File: src/hdl/rpp_pkg.sv
// Shared types, constants and register codes for the RGB pixel point-operation block.
// Used by every module in the hdl folder; depends on nothing else.
package rpp_pkg;

  // Field and register widths.
  localparam int CH_W       = 8;
  localparam int SIDE_CFG_W = 13;
  localparam int GAIN_W     = 16;
  localparam int MODE_W     = 3;
  localparam int CFG_IDX_W  = 3;
  localparam int CFG_DATA_W = 16;

  // Defaults for the top-level parameters.
  localparam int MAX_SIDE_DEF    = 4096;
  localparam int QUEUE_DEPTH_DEF = 4;

  // Grayscale: floor((30r + 59g + 11b) / 100), the division done as a multiply
  // by a reciprocal that is exact for every sum below 43699.
  localparam int GRAY_SUM_W = 15;
  localparam int GRAY_WR    = 30;
  localparam int GRAY_WG    = 59;
  localparam int GRAY_WB    = 11;
  localparam int GRAY_RECIP = 5243;
  localparam int GRAY_SHIFT = 19;

  // Contrast: floor(((2c - 255) * gain + 65280) / 512), saturated to 0..255.
  localparam int CON_DIFF_W = 10;
  localparam int CON_PROD_W = CON_DIFF_W + GAIN_W;
  localparam int CON_SUM_W  = CON_PROD_W + 1;
  localparam int CON_BIAS   = 65280;
  localparam int CON_SHIFT  = 9;
  localparam int CH_MAX     = 255;

  // Register reset values.
  localparam logic [MODE_W-1:0]      MODE_RST  = '0;
  localparam logic [SIDE_CFG_W-1:0]  SIDE_RST  = SIDE_CFG_W'(1);
  localparam logic [SIDE_CFG_W-1:0]  CROP_RST  = '0;
  localparam logic signed [GAIN_W-1:0] GAIN_RST = GAIN_W'(256);

  // Register indexes on the configuration port.
  typedef enum logic [CFG_IDX_W-1:0] {
    REG_MODE         = 3'd0,
    REG_FRAME_WIDTH  = 3'd1,
    REG_FRAME_HEIGHT = 3'd2,
    REG_CROP_COL_A   = 3'd3,
    REG_CROP_COL_B   = 3'd4,
    REG_CROP_ROW_A   = 3'd5,
    REG_CROP_ROW_B   = 3'd6,
    REG_CONTRAST     = 3'd7
  } reg_idx_e;

  // Operation modes as held in the mode register.
  typedef enum logic [MODE_W-1:0] {
    MODE_SWAP     = 3'd0,
    MODE_GRAY     = 3'd1,
    MODE_BLACKOUT = 3'd2,
    MODE_CONTRAST = 3'd3,
    MODE_CROP     = 3'd4
  } mode_e;

  // Work that the back end applies to one queued pixel.
  typedef enum logic [1:0] {
    OP_PASS     = 2'd0,
    OP_SWAP     = 2'd1,
    OP_GRAY     = 2'd2,
    OP_CONTRAST = 2'd3
  } op_e;

  // Configuration register file contents.
  typedef struct packed {
    logic [MODE_W-1:0]         mode;
    logic [SIDE_CFG_W-1:0]     frame_width;
    logic [SIDE_CFG_W-1:0]     frame_height;
    logic [SIDE_CFG_W-1:0]     crop_col_a;
    logic [SIDE_CFG_W-1:0]     crop_col_b;
    logic [SIDE_CFG_W-1:0]     crop_row_a;
    logic [SIDE_CFG_W-1:0]     crop_row_b;
    logic signed [GAIN_W-1:0]  contrast_gain;
  } cfg_t;

  // One classified pixel on its way from the front end to the back end.
  typedef struct packed {
    logic [CH_W-1:0] red;
    logic [CH_W-1:0] green;
    logic [CH_W-1:0] blue;
    op_e             op;
    logic            blank;
    logic            frame_end;
  } rec_t;

endpackage

File: src/hdl/rpp_cfg_regs.sv
// Configuration register file of the RGB pixel point-operation block.
// Depends on rpp_pkg for the register indexes and the cfg_t record.
module rpp_cfg_regs (
  input  logic                           clk_i,
  input  logic                           rst_ni,
  input  logic                           cfg_valid_i,
  output logic                           cfg_ready_o,
  input  logic [rpp_pkg::CFG_IDX_W-1:0]  cfg_index_i,
  input  logic [rpp_pkg::CFG_DATA_W-1:0] cfg_data_i,
  output rpp_pkg::cfg_t                  cfg_o
);
  import rpp_pkg::*;

  cfg_t cfg_q, cfg_d;

  // Writes are taken in every cycle.
  assign cfg_ready_o = 1'b1;

  // Decode the register index of a write request.
  always_comb begin
    cfg_d = cfg_q;
    if (cfg_valid_i) begin
      unique case (reg_idx_e'(cfg_index_i))
        REG_MODE:         cfg_d.mode          = cfg_data_i[MODE_W-1:0];
        REG_FRAME_WIDTH:  cfg_d.frame_width   = cfg_data_i[SIDE_CFG_W-1:0];
        REG_FRAME_HEIGHT: cfg_d.frame_height  = cfg_data_i[SIDE_CFG_W-1:0];
        REG_CROP_COL_A:   cfg_d.crop_col_a    = cfg_data_i[SIDE_CFG_W-1:0];
        REG_CROP_COL_B:   cfg_d.crop_col_b    = cfg_data_i[SIDE_CFG_W-1:0];
        REG_CROP_ROW_A:   cfg_d.crop_row_a    = cfg_data_i[SIDE_CFG_W-1:0];
        REG_CROP_ROW_B:   cfg_d.crop_row_b    = cfg_data_i[SIDE_CFG_W-1:0];
        REG_CONTRAST:     cfg_d.contrast_gain = $signed(cfg_data_i[GAIN_W-1:0]);
        default:          cfg_d = cfg_q;
      endcase
    end
  end

  // Register storage with reset values.
  always_ff @(posedge clk_i or negedge rst_ni) begin
    if (!rst_ni) begin
      cfg_q.mode          <= MODE_RST;
      cfg_q.frame_width   <= SIDE_RST;
      cfg_q.frame_height  <= SIDE_RST;
      cfg_q.crop_col_a    <= CROP_RST;
      cfg_q.crop_col_b    <= CROP_RST;
      cfg_q.crop_row_a    <= CROP_RST;
      cfg_q.crop_row_b    <= CROP_RST;
      cfg_q.contrast_gain <= GAIN_RST;
    end else begin
      cfg_q <= cfg_d;
    end
  end

  assign cfg_o = cfg_q;

endmodule

File: src/hdl/rpp_front.sv
// Front end: raster position counters and per-pixel classification.
// Depends on rpp_pkg; feeds classified records to rpp_queue.
module rpp_front #(
  parameter int MAX_SIDE = rpp_pkg::MAX_SIDE_DEF
) (
  input  logic                     clk_i,
  input  logic                     rst_ni,
  input  rpp_pkg::cfg_t            cfg_i,
  input  logic                     accept_i,
  input  logic [rpp_pkg::CH_W-1:0] red_i,
  input  logic [rpp_pkg::CH_W-1:0] green_i,
  input  logic [rpp_pkg::CH_W-1:0] blue_i,
  output logic                     wr_en_o,
  output rpp_pkg::rec_t            rec_o
);
  import rpp_pkg::*;

  localparam int CNT_W  = $clog2(MAX_SIDE);
  localparam int SIDE_W = CNT_W + 1;
  localparam int CMP_W  = ((SIDE_W > SIDE_CFG_W) ? SIDE_W : SIDE_CFG_W) + 1;

  logic [CNT_W-1:0] row_q, row_d, col_q, col_d;
  logic [CMP_W-1:0] w, h, row, col, row1, col1;
  logic [CMP_W-1:0] clo, chi, rlo, rhi, ca, cb, ra, rb;
  logic             last_col, last_row, in_win, keep;

  // A zero side acts as one, an oversized side as the maximum.
  function automatic logic [CMP_W-1:0] eff_side(input logic [SIDE_CFG_W-1:0] v);
    logic [CMP_W-1:0] x;
    x = CMP_W'(v);
    if (x == '0) begin
      return CMP_W'(1);
    end else if (x > CMP_W'(MAX_SIDE)) begin
      return CMP_W'(MAX_SIDE);
    end
    return x;
  endfunction

  // Position and frame geometry.
  always_comb begin
    w        = eff_side(cfg_i.frame_width);
    h        = eff_side(cfg_i.frame_height);
    row      = CMP_W'(row_q);
    col      = CMP_W'(col_q);
    row1     = row + CMP_W'(1);
    col1     = col + CMP_W'(1);
    last_col = (col1 >= w);
    last_row = (row1 >= h);
  end

  // Crop window: order the corners and clip the upper bounds to the frame.
  always_comb begin
    ca  = CMP_W'(cfg_i.crop_col_a);
    cb  = CMP_W'(cfg_i.crop_col_b);
    ra  = CMP_W'(cfg_i.crop_row_a);
    rb  = CMP_W'(cfg_i.crop_row_b);
    clo = (ca < cb) ? ca : cb;
    chi = (ca < cb) ? cb : ca;
    rlo = (ra < rb) ? ra : rb;
    rhi = (ra < rb) ? rb : ra;
    if (chi > w) begin
      chi = w;
    end
    if (rhi > h) begin
      rhi = h;
    end
    in_win = (col >= clo) && (col < chi) && (row >= rlo) && (row < rhi);
  end

  // Classify the pixel for the back end.
  always_comb begin
    rec_o.red       = red_i;
    rec_o.green     = green_i;
    rec_o.blue      = blue_i;
    rec_o.op        = OP_PASS;
    rec_o.blank     = 1'b0;
    rec_o.frame_end = last_col && last_row;
    keep            = 1'b1;
    unique case (mode_e'(cfg_i.mode))
      MODE_SWAP:     rec_o.op = OP_SWAP;
      MODE_GRAY:     rec_o.op = OP_GRAY;
      MODE_BLACKOUT: rec_o.blank = (row < (h >> 1)) && (col >= (w >> 1));
      MODE_CONTRAST: rec_o.op = OP_CONTRAST;
      MODE_CROP: begin
        keep            = in_win;
        rec_o.frame_end = (col1 == chi) && (row1 == rhi);
      end
      default:       rec_o.op = OP_PASS;
    endcase
  end

  assign wr_en_o = accept_i && keep;

  // Counters advance on every accepted pixel and wrap at the frame end.
  always_comb begin
    row_d = row_q;
    col_d = col_q;
    if (accept_i) begin
      if (last_col) begin
        col_d = '0;
        row_d = last_row ? '0 : row1[CNT_W-1:0];
      end else begin
        col_d = col1[CNT_W-1:0];
      end
    end
  end

  always_ff @(posedge clk_i or negedge rst_ni) begin
    if (!rst_ni) begin
      row_q <= '0;
      col_q <= '0;
    end else begin
      row_q <= row_d;
      col_q <= col_d;
    end
  end

endmodule

File: src/hdl/rpp_queue.sv
// Short record queue that decouples the front end from the back end.
// Depends on rpp_pkg for the rec_t record.
module rpp_queue #(
  parameter int DEPTH = rpp_pkg::QUEUE_DEPTH_DEF
) (
  input  logic          clk_i,
  input  logic          rst_ni,
  input  logic          wr_en_i,
  input  rpp_pkg::rec_t wr_data_i,
  output logic          full_o,
  input  logic          rd_en_i,
  output logic          rd_valid_o,
  output rpp_pkg::rec_t rd_data_o
);
  import rpp_pkg::*;

  localparam int PTR_W = (DEPTH > 1) ? $clog2(DEPTH) : 1;
  localparam int CNT_W = $clog2(DEPTH + 1);

  rec_t             mem_q [DEPTH];
  logic [PTR_W-1:0] wr_ptr_q, wr_ptr_d, rd_ptr_q, rd_ptr_d;
  logic [CNT_W-1:0] count_q, count_d;
  logic             do_wr, do_rd;

  assign full_o     = (count_q == CNT_W'(DEPTH));
  assign rd_valid_o = (count_q != '0);
  assign rd_data_o  = mem_q[rd_ptr_q];
  assign do_wr      = wr_en_i && !full_o;
  assign do_rd      = rd_en_i && rd_valid_o;

  // Pointer and fill-count update.
  always_comb begin
    wr_ptr_d = wr_ptr_q;
    rd_ptr_d = rd_ptr_q;
    count_d  = count_q;
    if (do_wr) begin
      wr_ptr_d = (wr_ptr_q == PTR_W'(DEPTH - 1)) ? '0 : wr_ptr_q + PTR_W'(1);
    end
    if (do_rd) begin
      rd_ptr_d = (rd_ptr_q == PTR_W'(DEPTH - 1)) ? '0 : rd_ptr_q + PTR_W'(1);
    end
    if (do_wr && !do_rd) begin
      count_d = count_q + CNT_W'(1);
    end else if (do_rd && !do_wr) begin
      count_d = count_q - CNT_W'(1);
    end
  end

  always_ff @(posedge clk_i or negedge rst_ni) begin
    if (!rst_ni) begin
      wr_ptr_q <= '0;
      rd_ptr_q <= '0;
      count_q  <= '0;
    end else begin
      wr_ptr_q <= wr_ptr_d;
      rd_ptr_q <= rd_ptr_d;
      count_q  <= count_d;
    end
  end

  // Entry storage needs no reset.
  always_ff @(posedge clk_i) begin
    if (do_wr) begin
      mem_q[wr_ptr_q] <= wr_data_i;
    end
  end

endmodule

File: src/hdl/rpp_back.sv
// Back end: two-stage arithmetic pipeline for swap, grayscale, contrast, blanking and pass-through.
// Depends on rpp_pkg; its last stage is the result register of the block.
module rpp_back (
  input  logic                                clk_i,
  input  logic                                rst_ni,
  input  logic signed [rpp_pkg::GAIN_W-1:0]   gain_i,
  input  logic                                rd_valid_i,
  input  rpp_pkg::rec_t                       rd_data_i,
  output logic                                rd_en_o,
  input  logic                                pop_i,
  output logic                                out_valid_o,
  output logic [rpp_pkg::CH_W-1:0]            red_o,
  output logic [rpp_pkg::CH_W-1:0]            green_o,
  output logic [rpp_pkg::CH_W-1:0]            blue_o,
  output logic                                frame_end_o
);
  import rpp_pkg::*;

  localparam int GRAY_PROD_W = GRAY_SUM_W + 13;

  logic                         v1_q, v2_q, s1_en, s2_en;
  rec_t                         rec1_q;
  logic [GRAY_SUM_W-1:0]        gsum1_q, gsum_d;
  logic signed [CON_PROD_W-1:0] prod1_q [3];
  logic signed [CON_PROD_W-1:0] prod_d [3];
  logic [CH_W-1:0]              chan [3];
  logic [GRAY_PROD_W-1:0]       gprod;
  logic [CH_W-1:0]              gray, con_r, con_g, con_b;
  logic [CH_W-1:0]              red_d, green_d, blue_d;
  logic [CH_W-1:0]              red_q, green_q, blue_q;
  logic                         fe_q;

  // Saturate a biased contrast product to one channel value.
  function automatic logic [CH_W-1:0] con_sat(input logic signed [CON_PROD_W-1:0] p);
    logic signed [CON_SUM_W-1:0] n;
    logic [CON_SUM_W-1:0]        q;
    n = CON_SUM_W'(p) + CON_SUM_W'(CON_BIAS);
    q = CON_SUM_W'(n) >> CON_SHIFT;
    if (n < 0) begin
      return '0;
    end else if (q > CON_SUM_W'(CH_MAX)) begin
      return CH_W'(CH_MAX);
    end
    return q[CH_W-1:0];
  endfunction

  // Stall chain: each stage moves when the one after it has room.
  assign s2_en   = !v2_q || pop_i;
  assign s1_en   = !v1_q || s2_en;
  assign rd_en_o = rd_valid_i && s1_en;

  // Stage one: weighted sum and the three contrast products.
  always_comb begin
    logic signed [CON_DIFF_W-1:0] diff;
    chan[0] = rd_data_i.red;
    chan[1] = rd_data_i.green;
    chan[2] = rd_data_i.blue;
    gsum_d  = GRAY_SUM_W'(chan[0]) * GRAY_SUM_W'(GRAY_WR)
            + GRAY_SUM_W'(chan[1]) * GRAY_SUM_W'(GRAY_WG)
            + GRAY_SUM_W'(chan[2]) * GRAY_SUM_W'(GRAY_WB);
    for (int i = 0; i < 3; i++) begin
      diff      = $signed({1'b0, chan[i], 1'b0}) - CON_DIFF_W'(CH_MAX);
      prod_d[i] = CON_PROD_W'(diff) * CON_PROD_W'(gain_i);
    end
  end

  // Stage two: finish grayscale and contrast, pick the operation.
  always_comb begin
    gprod = GRAY_PROD_W'(gsum1_q) * GRAY_PROD_W'(GRAY_RECIP);
    gray  = gprod[GRAY_SHIFT +: CH_W];
    con_r = con_sat(prod1_q[0]);
    con_g = con_sat(prod1_q[1]);
    con_b = con_sat(prod1_q[2]);
    unique case (rec1_q.op)
      OP_SWAP: begin
        red_d   = rec1_q.green;
        green_d = rec1_q.blue;
        blue_d  = rec1_q.red;
      end
      OP_GRAY: begin
        red_d   = gray;
        green_d = gray;
        blue_d  = gray;
      end
      OP_CONTRAST: begin
        red_d   = con_r;
        green_d = con_g;
        blue_d  = con_b;
      end
      default: begin
        red_d   = rec1_q.red;
        green_d = rec1_q.green;
        blue_d  = rec1_q.blue;
      end
    endcase
    if (rec1_q.blank) begin
      red_d   = '0;
      green_d = '0;
      blue_d  = '0;
    end
  end

  // Stage valid flags.
  always_ff @(posedge clk_i or negedge rst_ni) begin
    if (!rst_ni) begin
      v1_q <= 1'b0;
      v2_q <= 1'b0;
    end else begin
      if (s1_en) begin
        v1_q <= rd_valid_i;
      end
      if (s2_en) begin
        v2_q <= v1_q;
      end
    end
  end

  // Stage payloads.
  always_ff @(posedge clk_i) begin
    if (s1_en) begin
      rec1_q  <= rd_data_i;
      gsum1_q <= gsum_d;
      for (int i = 0; i < 3; i++) begin
        prod1_q[i] <= prod_d[i];
      end
    end
    if (s2_en) begin
      red_q   <= red_d;
      green_q <= green_d;
      blue_q  <= blue_d;
      fe_q    <= rec1_q.frame_end;
    end
  end

  assign out_valid_o = v2_q;
  assign red_o       = red_q;
  assign green_o     = green_q;
  assign blue_o      = blue_q;
  assign frame_end_o = fe_q;

endmodule

File: src/hdl/rgb_pixel_point_ops.sv
// Top level of the RGB pixel point-operation block: swap, grayscale, blackout,
// contrast and crop on a raster pixel stream. Depends on rpp_pkg and the rpp_* modules.
//
//   Channel  Direction  Handshake                Payload
//   -------  ---------  -----------------------  ---------------------------------------
//   pixel    in         push / full              red_in_i, green_in_i, blue_in_i
//   result   out        empty / pop              red_out_o, green_out_o, blue_out_o,
//                                                frame_end_o
//   config   in         cfg_valid_i / cfg_ready_o cfg_index_i, cfg_data_i
//
// One pixel per cycle sustained while pop stays high; an accepted pixel is written to a queue
// entry, then passes the product stage and the result register to reach the result ports.
// Reset clears the position counters, empties the queue and the pipeline and
// returns every configuration register to its reset value; no clearing pass is needed.
// With pop low the result register holds, the pipeline fills and the queue of
// QUEUE_DEPTH entries absorbs further pixels before full rises.
// Crop mode drops pixels outside the window in the front end, so they take no slot.
module rgb_pixel_point_ops #(
  parameter int MAX_SIDE    = rpp_pkg::MAX_SIDE_DEF,
  parameter int QUEUE_DEPTH = rpp_pkg::QUEUE_DEPTH_DEF
) (
  input  logic                           clk_i,
  input  logic                           rst_ni,
  input  logic                           push,
  output logic                           full,
  input  logic [rpp_pkg::CH_W-1:0]       red_in_i,
  input  logic [rpp_pkg::CH_W-1:0]       green_in_i,
  input  logic [rpp_pkg::CH_W-1:0]       blue_in_i,
  output logic                           empty,
  input  logic                           pop,
  output logic [rpp_pkg::CH_W-1:0]       red_out_o,
  output logic [rpp_pkg::CH_W-1:0]       green_out_o,
  output logic [rpp_pkg::CH_W-1:0]       blue_out_o,
  output logic                           frame_end_o,
  input  logic                           cfg_valid_i,
  output logic                           cfg_ready_o,
  input  logic [rpp_pkg::CFG_IDX_W-1:0]  cfg_index_i,
  input  logic [rpp_pkg::CFG_DATA_W-1:0] cfg_data_i
);
  import rpp_pkg::*;

  cfg_t cfg;
  rec_t wr_rec, rd_rec;
  logic accept, wr_en, rd_en, rd_valid, out_valid, q_full;

  assign full   = q_full;
  assign accept = push && !q_full;
  assign empty  = !out_valid;

  // Configuration registers.
  rpp_cfg_regs u_cfg (
    .clk_i       (clk_i),
    .rst_ni      (rst_ni),
    .cfg_valid_i (cfg_valid_i),
    .cfg_ready_o (cfg_ready_o),
    .cfg_index_i (cfg_index_i),
    .cfg_data_i  (cfg_data_i),
    .cfg_o       (cfg)
  );

  // Position tracking and classification.
  rpp_front #(
    .MAX_SIDE (MAX_SIDE)
  ) u_front (
    .clk_i    (clk_i),
    .rst_ni   (rst_ni),
    .cfg_i    (cfg),
    .accept_i (accept),
    .red_i    (red_in_i),
    .green_i  (green_in_i),
    .blue_i   (blue_in_i),
    .wr_en_o  (wr_en),
    .rec_o    (wr_rec)
  );

  // Decoupling queue.
  rpp_queue #(
    .DEPTH (QUEUE_DEPTH)
  ) u_queue (
    .clk_i      (clk_i),
    .rst_ni     (rst_ni),
    .wr_en_i    (wr_en),
    .wr_data_i  (wr_rec),
    .full_o     (q_full),
    .rd_en_i    (rd_en),
    .rd_valid_o (rd_valid),
    .rd_data_o  (rd_rec)
  );

  // Arithmetic pipeline and result register.
  rpp_back u_back (
    .clk_i       (clk_i),
    .rst_ni      (rst_ni),
    .gain_i      (cfg.contrast_gain),
    .rd_valid_i  (rd_valid),
    .rd_data_i   (rd_rec),
    .rd_en_o     (rd_en),
    .pop_i       (pop),
    .out_valid_o (out_valid),
    .red_o       (red_out_o),
    .green_o     (green_out_o),
    .blue_o      (blue_out_o),
    .frame_end_o (frame_end_o)
  );

endmodule
File: config.mk
export PLATFORM = sky130hd
export DESIGN_NAME = rgb_pixel_point_ops
export DESIGN_NICKNAME = d
export VERILOG_FILES = /design/src/hdl/rpp_pkg.sv /design/src/hdl/rpp_cfg_regs.sv /design/src/hdl/rpp_front.sv /design/src/hdl/rpp_queue.sv /design/src/hdl/rpp_back.sv /design/src/hdl/rgb_pixel_point_ops.sv
export SDC_FILE = /design/constraint.sdc
export NUM_CORES = 2
export LEC_CHECK = 0
export BUFFER_PORTS_ARGS = -buffer_cell sky130_fd_sc_hd__buf_2
export CAP_MARGIN = 20
export CORE_MARGIN = 2
export CORE_UTILIZATION = 50
export DETAILED_ROUTE_END_ITERATION = 10
export PLACE_DENSITY = 0.7
export SLEW_MARGIN = 40
export SYNTH_ARGS = -nofsm -noshare
export SYNTH_HDL_FRONTEND = slang
export SYNTH_HIERARCHICAL = 1
export SYNTH_SLANG_ARGS = --single-unit
export TNS_END_PERCENT = 50
File: constraint.sdc
create_clock -name clk_i -period 11.1 [get_ports clk_i]
set_input_delay 2.22 -clock clk_i [delete_from_list [all_inputs] [get_ports clk_i]]
set_output_delay 2.22 -clock clk_i [all_outputs]
set_load 0.005 [all_outputs]
Yosys cells after proc, flatten, opt, wreduce, memory -nomap -nowiden
Memories as Yosys holds them, arrays and structs flattened.
Cells that the tools add are included.
- multipliers: 7
- order comparisons: 20
- equality and inequality tests: 19
- reductions and logical operators: 35
- multiplexer cells: 48
- add/sub/neg operators: 14
- operators by type and width (operator ; count):
    $mux 14 ; 8
    $add 26x17->27 const B ; 3
    $lt 27x1->1 const B ; 3
    $mul 10x16->26 ; 3
    $mux 8 ; 9
    $pmux 8 s3 ; 3
    $gt 18x8->1 const B ; 3
    $mux 13 ; 4
    $sub 9x8->10 const B ; 3
    $eq 14x14->1 ; 2
    $ge 12x14->1 ; 2
    $ge 14x14->1 ; 2
    $gt 14x14->1 ; 2
    $lt 12x14->1 ; 2
    $mul 15x13->27 const B ; 1
    $add 12x1->13 const B ; 2
    $gt 13x13->1 const B ; 2
    $logic_not 13->1 ; 2
    $lt 13x13->1 ; 2
    $mul 8x4->12 const B ; 2
    $mux 12 ; 2
    $eq 3x3->1 const B ; 6
    $reduce_and 2->1 ; 9
    $mux 1 ; 17
    21 further kinds ; 49
- RAM bits: 190
- output and inout bits: 28
- register bits after elaboration: 198
- memories: 2
- memories (memory ; depth ; bits a word ; rd ports ; clocked after Yosys merged registers in ; wr ports ; RTL line ; RTL):
    u_queue.mem_q ; 4 ; 28 ; 1 ; 0 ; 1 ; rpp_queue.sv:20 ; rec_t mem_q [DEPTH];
    u_back.prod1_q ; 3 ; 26 ; 3 ; 0 ; 3 ; rpp_back.sv:24 ; logic signed [CON_PROD_W-1:0] prod1_q [3];

Logic depth before layout (Yosys ltp)
- word-level depth: 17
- mapped depth: 40
- mapped depth without buffers: 35

Modules after synthesis
Netlist, hierarchy kept.
- by module, submodules not included (module ; area each (um^2) ; seq. area each (um^2) ; cells each ; instances):
    rpp_back ; 28285.9 ; 3713.6 ; 2953 ; 1
    rpp_front ; 6388.6 ; 600.6 ; 808 ; 1
    rpp_queue ; 4509.3 ; 3538.4 ; 183 ; 1
    rpp_cfg_regs ; 3676.0 ; 2431.1 ; 214 ; 1
    rgb_pixel_point_ops ; 17.5 ; 0.0 ; 2 ; 1

Least setup slack after synthesis
OpenSTA, ideal clock, no wires.
- kind: reg-to-reg
- start: register u_cfg.cfg_q, in the netlist u_cfg/cfg_o[26]
- end: register u_queue.count_q[2]
- cell stages (with the launch flop): 38
- setup slack: 4.226 ns
- data arrival time: 6.795 ns
- cells stage by stage: dfrtp_1 > inv_1 > ha_1 > nand2_1 > nor2_1 > nand4_1 > o21ai_2 > buf_2 > mux2i_1 > inv_1 > ha_1 > nand4_1 > or4_1 > o41a_1 > nor2_1 > buf_4 > buf_2 > nor2_1 > [2 not listed] > nor2b_1 > o21a_1 > o21a_1 > o21a_1 > o21ai_0 > nand2b_1 > a21oi_1 > nor3_1 > o31a_1 > o41ai_1 > nor2b_2 > buf_6 > ha_1 > inv_1 > fa_1 > xor2_1 > nor2_1 > xor2_1
- longest elaborated chain between the ends: 12
- ends and longest elaborated chain (element ; RTL line ; RTL):
    from (decl) ; rpp_cfg_regs.sv:14 ; cfg_t cfg_q, cfg_d;
    from (signal assigned) ; rpp_cfg_regs.sv:49 ; cfg_q <= cfg_d;
    $lt 13x13->1 ; rpp_front.sv:59, rpp_front.sv:60 ;
    $mux 13 ; rpp_front.sv:60 ; rhi = (ra < rb) ? rb : ra;
    $gt 14x14->1 ; rpp_front.sv:64 ; if (rhi > h) begin
    $mux 14 ; rpp_front.sv:64 ;
    $lt 12x14->1 ; rpp_front.sv:67 ; in_win = (col >= clo) && (col < chi) && (row >= rlo) && (row < rhi);
    $logic_and 1x1->1 (*) ; rpp_front.sv:67 ;
    $mux 1 (*) ; rpp_front.sv:79 ; unique case (mode_e'(cfg_i.mode))
    $logic_and 1x1->1 (*) ; rpp_front.sv:92 ; assign wr_en_o = accept_i && keep;
    named net wr_en ; rgb_pixel_point_ops.sv:44 ; logic accept, wr_en, rd_en, rd_valid, out_valid, q_full;
    $logic_and 1x1->1 (*) ; rpp_queue.sv:28 ; assign do_wr = wr_en_i && !full_o;
    named net u_queue.do_wr ; rpp_queue.sv:23 ; logic do_wr, do_rd;
    $logic_not 1->1 ; rpp_queue.sv:44 ; end else if (do_rd && !do_wr) begin
    $logic_and 1x1->1 ; rpp_queue.sv:44 ;
    $reduce_bool 2->1 (no line) ; n/a ;
    to (signal assigned) ; rpp_queue.sv:57 ; count_q <= count_d;
    to (decl) ; rpp_queue.sv:22 ; logic [CNT_W-1:0] count_q, count_d;
Mark *: on every way through the listed nets, which the timed path passes. The rest lies on a longest branch.
A chain may end at the register's enable or synchronous reset.

Final worst setup path
- start: register u_cfg.cfg_q, in the netlist u_cfg/cfg_o[25]
- end: register u_queue.count_q[2]
- longest elaborated chain between the ends: 12
- ends and longest elaborated chain (element ; RTL line):
    $lt 13x13->1 ; rpp_front.sv:59, rpp_front.sv:60
    $mux 13 ; rpp_front.sv:60
    $gt 14x14->1 ; rpp_front.sv:64
    $mux 14 ; rpp_front.sv:64
    $lt 12x14->1 ; rpp_front.sv:67
    $logic_and 1x1->1 (*) ; rpp_front.sv:67
    $mux 1 (*) ; rpp_front.sv:79
    $logic_and 1x1->1 (*) ; rpp_front.sv:92
    named net wr_en ; rgb_pixel_point_ops.sv:44
    $logic_and 1x1->1 (*) ; rpp_queue.sv:28
    $logic_not 1->1 ; rpp_queue.sv:44
    $logic_and 1x1->1 ; rpp_queue.sv:44
    $reduce_bool 2->1 (no line) ; n/a
Marked as above.

==> results.py <==
metrics = {
    "status": {
        "status": "complete, no violations",
    },
    "global_route": {
        "grt_max_degree": 67,
        "grt_pass1_wl_mm": 161.1,
        "grt_antenna_before_repair": 2,
        "grt_usage_pct": 22.90,
        "grt_pass1_vias": 30340,
        "overflow": 0,
    },
    "floorplanning": {
        "die_area_sq_um": 88110,
        "start_util_pct": 50.44,
        "num_rows": 107,
        "design.core.area_sq_um": 85010,
        "die_y_um": 296.8,
        "dieWidth_um": 296.8,
        "io_pins": 76,
    },
    "yosys": {
        "synth_cell_types": 99,
        "syn_area_sq_um": 42880,
        "yosysTopAreaCell": "fa_1",
        "synth_most_common_cell": "inv_1",
        "syn-instance-count": 4160,
        "synth_area_leaders": "fa_1 (26%), edfxtp_1 (16%), ha_1 (14%), inv_1 (7.5%), dfrtp_1 (7.4%)",
        "synth_ff_type": "edfxtp_1",
        "synth_top_area_share_pct": 25.68,
        "synthArstFlopShare_pct": 35.71,
        "syn-num-nets": 5248,
        "yosysWarnings": 6,
        "syn_area_per_cell_sq_um": 10.31,
        "synth_common_cells": "inv_1 (856), fa_1 (550), ha_1 (490)",
        "synth-edff-count": 234,
        "synth_seq_cells": 364,
        "synth_seq_area_share_pct": 23.98,
    },
    "clocking": {
        "clkTransAtPathRegs_ns": 0.06,
        "cts-htree-levels": 2,
        "clockBufferDepth": 3,
        "numCtsBuffers": 43,
        "clkLatencyLatePin_ns": 0.60,
        "root_buffer": "clkbuf_16",
        "cts.sinks": 364,
        "cts_resized": 0,
        "cts_setup_buffers": 0,
        "cts_tree": "built",
        "cts_hold_buf": 0,
    },
    "sta": {
        "hold_ws_ns": 0.4215,
        "period_share_pct": 71.28,
        "rsz0062_at_grt": "no",
        "worst_pin_slew_ns": 0.8881,
        "post-route-min-period_ns": 7.912,
        "slew_headroom_pct": 40.79,
        "fmax_ghz": 0.1264,
        "setup_violations": 0,
        "fin_worst_skew_ns": 0.02976,
        "drv_slew": 0,
        "hold_viol": 0,
        "setup_tns_ns": 0,
    },
    "drt": {
        "drc": 0,
        "wl_per_cell_um": 18.43,
        "wirelength_mm": 98.38,
        "drt_iter0_drc": 1610,
        "via_count": 28910,
        "dr.pass1.iters": 5,
        "routed_via_density": 5.417,
        "drtAntennaViolNets": 0,
    },
    "placement": {
        "routabilityCongestion": 0.9202,
        "io_buffers": 74,
        "dp_hpwl_mm": 75.28,
    },
    "hold_path": {
        "hold_class": "reg -> reg",
    },
    "worst_setup_path": {
        "crit_fanout": 27,
        "slowest_stage": "o41ai_1",
        "cp_data_arrival_time_ns": 8.42,
        "cp-start-kind": "flip-flop",
        "crit_type": "reg -> reg",
        "worst_setup_path_end_kind": "flip-flop",
        "required_ns": 11.61,
        "worst_path_largest_cell_delay_ns": 0.57,
    },
    "final_layout": {
        "layout-drive-gt1-share_pct": 8.991,
        "areaGrowthSynthToFinish_pct": 6.531,
        "insertedDiodeCount": 0,
        "nets": 5247,
    },
    "flow_run": {
        "max_cap_violations": 0,
    },
}
==> path summary, 6_finish.rpt <==
kind | slack, ns | endpoint | depth (start not counted) | startpoint
setup / recovery | 3.19 | u_queue/count_q[2]$_DFFE_PN0P_ | 34 | u_cfg/cfg_o[25]$_DFFE_PN0P_
hold / removal | 0.42 | u_back/frame_end_o$_DFFE_PP_ | 0 | u_back/rec1_q[0]$_DFFE_PN_
setup reg to reg | 3.19 | u_queue/count_q[2]$_DFFE_PN0P_ | 34 | u_cfg/cfg_o[25]$_DFFE_PN0P_
hold reg to reg | 0.42 | u_back/frame_end_o$_DFFE_PP_ | 0 | u_back/rec1_q[0]$_DFFE_PN_
max in group asynchronous | 8.40 | u_queue/rd_ptr_q[0]$_DFFE_PN0P_ | 3 | rst_ni
min in group asynchronous | 1.59 | u_cfg/cfg_o[70]$_DFFE_PN0P_ | 1 | rst_ni
==> logic make-up (layout without fill, tap and decap cells) <==
logic type	count (synthesis)	in the layout	share of synthesized area [%]
fa+ha+maj	1040	1040	39.98
buf+inv	1006	1039	9.137
simple gates	930	930	10.69
compound gates	471	471	7.295
flops	364	364	23.98
mux	194	194	5.757
xor+xnor	154	154	3.146
other cells	1	1	0.008746
==> critical path, delay by kind of cell (launching register included) <==
kind,cells,cell delay (ns)
muxes,1,0.41
and+or+nand+nor,12,2.41
adders and majority gates,5,1.46
DFF,1,0.40
buffers and inverters,4,0.58
AOI/OAI and AO/OA,10,2.24
xor gates and xnor gates,2,0.32
==> per-layer routing <==
| metal | track usage, % | vias to the layer above | wire length [um] |
|---|---|---|---|
| li1 | - | 13530 | - |
| met1 | 30.94 | 14500 | 43010 |
| met2 | 38.52 | 744 | 47120 |
| met3 | 3.189 | 146 | 5449 |
| met4 | 6.647 | 0 | 2802 |
| met5 | 0 | - | 0 |
==> placed cells by master (no fill, tap or decap), types with 8 or more instances in the layout <==
master,netlist,final
or3_1,9,9
nor3_1,28,28
buf_4,29,26
mux2i_1,40,40
inv_1,856,856
nor4_1,18,18
mux4_2,28,28
o21ai_0,93,93
dfrtp_1,127,124
buf_2,20,73
fa_1,550,550
xnor2_1,108,108
a311oi_1,8,8
edfxtp_1,234,234
and3_1,12,12
nand2b_1,31,31
nand2_1,342,341
nand4_1,27,27
nand3_1,47,47
or2_2,13,13
a21boi_0,10,10
a21oi_1,126,126
xor2_1,46,46
clkbuf_16,0,44
nor2_1,177,177
mux2_2,121,121
o21a_1,23,23
a211oi_1,21,21
o31ai_1,22,22
and2_1,107,107
a2111oi_0,10,9
nor2b_1,71,71
a41oi_1,8,8
a31oi_1,16,16
ha_1,490,490
a21o_1,42,42
==> layout make-up <==
cell class,count,area [sq um]
well taps,1144,1431
clock inverters,27,277.8
clock buffers,52,1171
multi-input cells,2790,28680
fillers,7491,39340
flip-flops and latches,364,10290
repair buffers,102,603.1
inverters,858,3221
==> registers in the layout (all words and copies together), names as in the netlist, 3 cells and up <==
name             cells
u_back/blue_o        8
u_back/green_o       8
u_back/gsum1_q      15
u_back/prod1_q      54
u_back/rec1_q       28
u_back/red_o         8
u_cfg/cfg_o         97
u_front/col_q       12
u_front/row_q       12
u_queue/count_q      3
u_queue/mem_q      112
==> through the flow <==
| stage | utilization, % | setup WS [ns] | std cells | area, sq um |
|---|---|---|---|---|
| finish | 53.73 | 3.188 | 5337 | 45680 |
| global route | 53.73 | 2.699 | 5337 | 45680 |
| CTS | 53.72 | 3.217 | 5337 | 45670 |
| detailed placement | 52.01 | 3.270 | 5258 | 44220 |
| global placement | 51.99 | 3.330 | 5257 | 44190 |
| floorplan | - | 4.226 | 4160 | 42880 |
Power is not shown: default switching activity piles up to over one toggle a cycle in this logic, so the estimate is an artifact.
